===== config.mk =====
export PLATFORM = sky130hd
export DESIGN_NAME = crc16_frame_checker_core
export DESIGN_NICKNAME = d
export VERILOG_FILES = /design/src/sv/crc16fc_pkg.sv /design/src/sv/crc16fc_crc_unit.sv /design/src/sv/crc16fc_frame_stage.sv /design/src/sv/crc16_frame_checker_core.sv
export SDC_FILE = /design/constraint.sdc
export NUM_CORES = 1
export LEC_CHECK = 0
export ABC_AREA = 1
export BUFFER_PORTS_ARGS = -buffer_cell sky130_fd_sc_hd__buf_2
export CAP_MARGIN = 20
export CORE_MARGIN = 2
export CORE_UTILIZATION = 30
export CTS_CLUSTER_DIAMETER = 50
export DETAILED_ROUTE_END_ITERATION = 10
export PLACE_DENSITY_LB_ADDON = 0.05
export SYNTH_ARGS = -nofsm -noshare
export SYNTH_HDL_FRONTEND = slang
export SYNTH_SLANG_ARGS = --single-unit
export TNS_END_PERCENT = 1

===== constraint.sdc =====
create_clock -name clock -period 5.29 [get_ports clock]
set_input_delay 1.3225 -clock clock [delete_from_list [all_inputs] [get_ports clock]]
set_output_delay 1.3225 -clock clock [all_outputs]
set_load 0.005 [all_outputs]

===== src/sv/crc16fc_pkg.sv =====
// Types, constants and codes shared by the CRC-16 frame checker files.
package crc16fc_pkg;

   localparam logic [15:0] CRC_INIT    = 16'hFFFF;
   localparam logic [15:0] CRC_MSB     = 16'h8000;
   localparam logic [15:0] COUNT_MAX   = 16'hFFFF;
   localparam logic [15:0] POLY_RESET  = 16'h1021;
   localparam logic [15:0] LIMIT_RESET = 16'd519;

   // Configuration register indexes.
   typedef enum logic [0:0] {
      CSR_CRC_POLY      = 1'b0,
      CSR_MAX_FRAME_LEN = 1'b1
   } csr_index_type;

   // One received byte.
   typedef struct packed {
      logic [7:0] data_byte;
      logic       last_byte;
   } req_type;

   // One frame report.
   typedef struct packed {
      logic        frame_ok;
      logic        too_long;
      logic [15:0] frame_bytes;
   } rsp_type;

   // Live configuration handed to the frame stage.
   typedef struct packed {
      logic [15:0] crc_poly;
      logic [15:0] max_frame_len;
   } cfg_type;

   // Input register contents offered to the frame stage.
   typedef struct packed {
      logic    valid;
      req_type item;
   } stage_type;

endpackage


===== src/sv/crc16fc_crc_unit.sv =====
// Byte-wide CRC-16 update, MSB first, with a programmable polynomial.
module crc16fc_crc_unit (
   input  logic [15:0] crc_cur,
   input  logic [7:0]  data_byte,
   input  logic [15:0] crc_poly,
   output logic [15:0] crc_next
);

   always_comb begin
      logic [15:0] c;
      c = crc_cur ^ {data_byte, 8'h00};
      for (int i = 0; i < 8; i++) begin
         if ((c & crc16fc_pkg::CRC_MSB) != 16'h0000) begin
            c = {c[14:0], 1'b0} ^ crc_poly;
         end else begin
            c = {c[14:0], 1'b0};
         end
      end
      crc_next = c;
   end

endmodule


===== src/sv/crc16fc_frame_stage.sv =====
// Frame state (CRC and byte count) and the registered frame report.
module crc16fc_frame_stage (
   input  logic                  clock,
   input  logic                  reset,
   input  crc16fc_pkg::stage_type stage,
   input  crc16fc_pkg::cfg_type  cfg,
   output logic                  stage_take,
   output logic                  rsp_valid,
   input  logic                  rsp_stall,
   output crc16fc_pkg::rsp_type  rsp_item
);

   logic [15:0]          crc_acc_ff, crc_acc_in;
   logic [15:0]          byte_count_ff, byte_count_in;
   logic                 rsp_valid_ff, rsp_valid_in;
   crc16fc_pkg::rsp_type rsp_item_ff, rsp_item_in;
   logic [15:0]          crc_next;
   logic [15:0]          count_next;
   logic                 too_long;

   crc16fc_crc_unit u_crc (
      .crc_cur   (crc_acc_ff),
      .data_byte (stage.item.data_byte),
      .crc_poly  (cfg.crc_poly),
      .crc_next  (crc_next)
   );

   // A last byte needs a free report slot; other bytes always pass.
   assign stage_take = stage.valid &&
                       (!stage.item.last_byte || !rsp_valid_ff || !rsp_stall);

   assign count_next = (byte_count_ff == crc16fc_pkg::COUNT_MAX) ?
                       byte_count_ff : byte_count_ff + 16'd1;
   assign too_long   = count_next > cfg.max_frame_len;

   always_comb begin
      crc_acc_in    = crc_acc_ff;
      byte_count_in = byte_count_ff;
      rsp_item_in   = rsp_item_ff;
      rsp_valid_in  = rsp_valid_ff && rsp_stall;
      if (stage_take) begin
         if (stage.item.last_byte) begin
            crc_acc_in              = crc16fc_pkg::CRC_INIT;
            byte_count_in           = 16'd0;
            rsp_valid_in            = 1'b1;
            rsp_item_in.frame_ok    = !too_long && (crc_next == 16'h0000);
            rsp_item_in.too_long    = too_long;
            rsp_item_in.frame_bytes = count_next;
         end else begin
            crc_acc_in    = crc_next;
            byte_count_in = count_next;
         end
      end
   end

   always_ff @(posedge clock) begin
      if (reset) begin
         crc_acc_ff    <= crc16fc_pkg::CRC_INIT;
         byte_count_ff <= 16'd0;
         rsp_valid_ff  <= 1'b0;
      end else begin
         crc_acc_ff    <= crc_acc_in;
         byte_count_ff <= byte_count_in;
         rsp_valid_ff  <= rsp_valid_in;
      end
      rsp_item_ff <= rsp_item_in;
   end

   assign rsp_valid = rsp_valid_ff;
   assign rsp_item  = rsp_item_ff;

endmodule


===== src/sv/crc16_frame_checker_core.sv =====
// Top level of the CRC-16 frame checker: input register, CSRs, frame stage.
//
// Usage:
//  - Request channel (req_valid, req_stall, req_item) carries one frame byte
//    per transaction; req_item.last_byte marks the final byte (CRC included).
//  - Response channel (rsp_valid, rsp_stall, rsp_item) carries one report per
//    frame: frame_ok, too_long and the saturating byte count.
//  - CSR port: csr_write with csr_index selects crc_poly or max_frame_len.
//    Write only while the block is idle.
//  - Throughput: one byte per cycle unless a held report blocks a last byte;
//    the 8-step CRC update is unrolled from input register to frame state.
//  - Report path: input register, then report register (rsp_valid, rsp_item).
//  - Stall: a held report blocks only the next last byte; plain bytes keep
//    flowing into the CRC. A blocked last byte holds in the input register
//    and req_stall rises until the report is taken.
//  - Reset: CRC returns to 0xFFFF, count to zero, polynomial to 0x1021,
//    limit to 519 bytes, and both channels go empty.
module crc16_frame_checker_core (
   input  logic                       clock,
   input  logic                       reset,
   input  logic                       req_valid,
   output logic                       req_stall,
   input  crc16fc_pkg::req_type       req_item,
   output logic                       rsp_valid,
   input  logic                       rsp_stall,
   output crc16fc_pkg::rsp_type       rsp_item,
   input  logic                       csr_write,
   input  crc16fc_pkg::csr_index_type csr_index,
   input  logic [15:0]                csr_wdata
);

   logic                 req_valid_ff, req_valid_in;
   crc16fc_pkg::req_type req_item_ff, req_item_in;
   crc16fc_pkg::cfg_type cfg_ff, cfg_in;
   crc16fc_pkg::stage_type stage;
   logic                 stage_take;
   logic                 req_accept;

   // Hold the input register while the frame stage refuses its byte.
   assign req_stall  = req_valid_ff && !stage_take;
   assign req_accept = req_valid && !req_stall;

   always_comb begin
      req_valid_in = req_valid_ff && !stage_take;
      req_item_in  = req_item_ff;
      if (req_accept) begin
         req_valid_in = 1'b1;
         req_item_in  = req_item;
      end
   end

   // Update the selected CSR; the write is registered in cfg_ff before the frame stage sees it.
   always_comb begin
      cfg_in = cfg_ff;
      if (csr_write) begin
         unique case (csr_index)
            crc16fc_pkg::CSR_CRC_POLY:      cfg_in.crc_poly      = csr_wdata;
            crc16fc_pkg::CSR_MAX_FRAME_LEN: cfg_in.max_frame_len = csr_wdata;
            default:                        cfg_in = cfg_ff;
         endcase
      end
   end

   always_ff @(posedge clock) begin
      if (reset) begin
         req_valid_ff         <= 1'b0;
         cfg_ff.crc_poly      <= crc16fc_pkg::POLY_RESET;
         cfg_ff.max_frame_len <= crc16fc_pkg::LIMIT_RESET;
      end else begin
         req_valid_ff <= req_valid_in;
         cfg_ff       <= cfg_in;
      end
      req_item_ff <= req_item_in;
   end

   assign stage.valid = req_valid_ff;
   assign stage.item  = req_item_ff;

   crc16fc_frame_stage u_frame (
      .clock      (clock),
      .reset      (reset),
      .stage      (stage),
      .cfg        (cfg_ff),
      .stage_take (stage_take),
      .rsp_valid  (rsp_valid),
      .rsp_stall  (rsp_stall),
      .rsp_item   (rsp_item)
   );

endmodule


==> key figures <==
Timing
  – PnR worst setup slack: 805 ps
  – Layout Skew: 7.83 ps
  – Fin. Hold Viols: 0
  – Setup violators final: 0
  – Worst slew pin tran: 951 ps
  – Final Cycle Share: 0.848
  – RSZ-0062 raised after global routing: false
  – Setup TNS: 0 ps
  – Max-slew headroom: 0.365
  – Fmax: 223 MHz
  – Tmin final: 4480 ps
  – Slew Viols, Final: 0

Placed design
  – # port buffers: 50
  – Pre-CTS setup slack: 731 ps
  – Gpl congestion: 0.819
  – Detail Placement HPWL: 15.8 mm

Synthesis
  – YS warnings: 0
  – Synth Net Count: 1055
  – Async set-reset flop share out of synthesis: 0
  – Post-synth top flop: dfxtp_1
  – EDFF count, synth: 27
  – Cell with the most instances after synthesis: nand2_1
  – Post-synth top area cell: nand2_1
  – Netlist Area Pre-Place: 0.00660 sq mm
  – Synth top area share: 0.204
  – Cell variety after synth: 39
  – Register bit total from synthesis: 93
  – Largest cells by area after synthesis: nand2_1 (20%), dfxtp_1 (20%), edfxtp_1 (12%), nand3_1 (7.7%), inv_1 (6.0%)
  – Top cells by count, synth: nand2_1 (358), inv_1 (106), nand3_1 (101)
  – Post-Syn Instances: 1007
  – Sequential share of the synthesized area: 0.323
  – Syn Area/Cell: 6.55 sq um

Die
  – Die area: 0.0232 sq mm
  – Core region area: 0.0217 sq mm
  – Num rows: 54
  – Ports: 51
  – Chip width: 152 um
  – Die Ht: 152 um
  – Starting Density: 0.304

Global routing
  – GR Overflow Total: 0
  – Initial antenna violation count: 0
  – Largest net degree at the start of global routing: 43
  – Vias in the first global route: 5715
  – First-pass GRT wire length: 32.3 mm
  – GRT Total Usage: 0.176

Cells and area
  – Area Overhead vs Synth: 10.1%
  – Layout cell share with drive strength beyond 1: 0.104
  – Number of diodes: 0
  – Fin nets: 1071
  – Layout fillers: 2424

Setup path
  – Worst Setup Path Type: flip-flop to flip-flop
  – Critical Path RT: 5480 ps
  – Reg2reg start: req_item_ff[8]$_DFFE_PP_
  – Cell family with most CP delay: simple AND/OR/NAND/NOR gates
  – Buf+Inv Stages, Crit Path: 1
  – FF-to-FF End: u_frame.rsp_item[17]$_DFFE_PP_
  – Worst-case reg-to-reg path depth: 27
  – Crit. Startpoint: req_item_ff[8]$_DFFE_PP_
  – Setup crit end kind: flip-flop
  – R2r setup slk: 810 ps
  – Crit path top cell by count: nand2_1
  – Max stage delay on crit path: 460 ps
  – CP Max Fanout: 31
  – Slowest CP cell: nand2_2
  – Worst path arrival time: 4680 ps
  – CP Launch Type: flip-flop

Detailed routing
  – First DRT Iteration DRCs: 227
  – Total wire length: 20.6 mm
  – Detailed Routing Iterations Pass 1: 4
  – Remaining antenna violation count after routing: 0
  – Vias per cell: 4.65
  – Routed WL per cell: 15.8 um
  – DRC Markers: 0
  – DR vias: 6079

Flow run
  – Max Cap Violations: 0

CTS
  – Worst-path clk slew: 70 ps
  – Worst skew pair latency: 340 ps
  – Root buf cell: clkbuf_16
  – CTS tree: built
  – Cts repair resizes: 0
  – Hold_buf cts: 0
  – CTS sink count: 93
  – H-tree levels: 3
  – Clock Tree Buf Depth: 2
  – Post-CTS Setup Bufs: 0
  – CTS Buf Count: 9

Power
  – Final Power: 2.44 mW
  – Leak pwr: 3.40 nW
  – PD cells: 336 mW/mm^2
  – Maximum VDD drop: 0.128 mV

Hold path
  – Hold EP: cfg_ff[12]$_SDFFE_PP0P_
  – Hold depth: 2
  – HP Class: flip-flop to flip-flop
  – Hold Crit Start: cfg_ff[12]$_SDFFE_PP0P_

Run status
  – Outcome: finished, final reports clean
cell usage in the layout, fill, tap and decap left out, types with 7 or more instances in the layout:
master	instances
nand2_2	12
a21oi_1	61
nand3_1	101
nand4_1	24
buf_4	7
edfxtp_1	27
ha_1	17
inv_1	106
nor2_1	34
clkbuf_16	9
o211ai_1	7
nand2_1	358
xnor2_1	15
nor3_1	7
o21ai_0	48
xor2_1	30
buf_2	50
dfxtp_1	66
metrics by stage:
stage / util / area [sq um] / hold slack (ps) / instances
CTS: 0.335 / 7260 / 468 / 1308
floorplan: - / 6600 / 435 / 1007
finish: 0.335 / 7260 / 462 / 1308
global route: 0.335 / 7260 / 486 / 1308
detailed placement: 0.321 / 6950 / 458 / 1292
global placement: 0.321 / 6950 / 457 / 1292
area by class of cell:
cell class | count | area, sq um | share of cell area
clock buffer | 10 | 239 | 0.0329
multi-input combinational | 748 | 3740 | 0.515
sequential | 93 | 2130 | 0.294
inverter | 114 | 428 | 0.0589
timing repair buffer | 57 | 303 | 0.0417
clock inverter | 6 | 68.8 | 0.00948
tap | 280 | 350 | 0.0482
state kept, by name (all words and copies together) (netlist names):
register               cells
u_frame.byte_count_ff     16
cfg_ff                    32
u_frame.crc_acc_ff        16
req_item_ff                9
u_frame.rsp_item          18
u_frame.rsp_valid          1
req_valid_ff               1
logic make-up (layout without fill, tap and decap cells):
kind of cell	Yosys count	after routing	share of synthesized area
simple gates	557	557	0.370
buf+inv	166	187	0.110
compound gates	129	129	0.105
flops	93	93	0.323
xor+xnor	45	45	0.0597
fa+ha+maj	17	17	0.0322
routing by layer:
layer,vias up,global-route usage,wire length (um)
li1,3263,-,-
met2,73,0.302,9800
met5,-,0,0
met4,0,0.0432,310
met1,2727,0.239,9930
met3,16,0.0179,610
power breakdown:
| group | leakage, nW | internal, mW | switching, mW | total, mW |
|---|---|---|---|---|
| Combinational | 2.43 | 0.299 | 0.649 | 0.948 |
| Clock | 0.150 | 0.384 | 0.291 | 0.675 |
| Sequential | 0.814 | 0.767 | 0.0510 | 0.818 |
worst register-to-register path: stages, from the launching register on:
cell and delay [ps]:
edfxtp_1 430, inv_2 90, nand2_1 80, nand2_4 170, nand3_2 90, nand2_2 340
nand3_2 150, nand2_4 260, nand2_4 80, nand2_4 100, nand2_4 100, nor2_2 90
nand2_1 50, nand2_1 180, nand2_1 100, nand2_2 80, nand2_2 170, nand2_1 130
nand2_2 70, nand2_4 260, nand3_2 110, nand2_2 460, nand3_1 150, nand2_1 120
nand2_1 60, nor2_1 190, nand2_1 90, nor2_1 120
how the worst max path moves through the flow:
stage | end | slack, ps | cells after the start
5_1_grt | u_frame.rsp_item[17]$_DFFE_PP_ | 190 | 29
3_5_place_dp | u_frame.rsp_item[17]$_DFFE_PP_ | 730 | 27
3_3_place_gp | u_frame.rsp_item[17]$_DFFE_PP_ | 830 | 29
2_1_floorplan | u_frame.rsp_item[17]$_DFFE_PP_ | 2290 | 29
6_report | u_frame.rsp_item[17]$_DFFE_PP_ | 810 | 27
4_1_cts | u_frame.rsp_item[17]$_DFFE_PP_ | 720 | 29
Note: power is estimated with default switching activity, not from simulation.
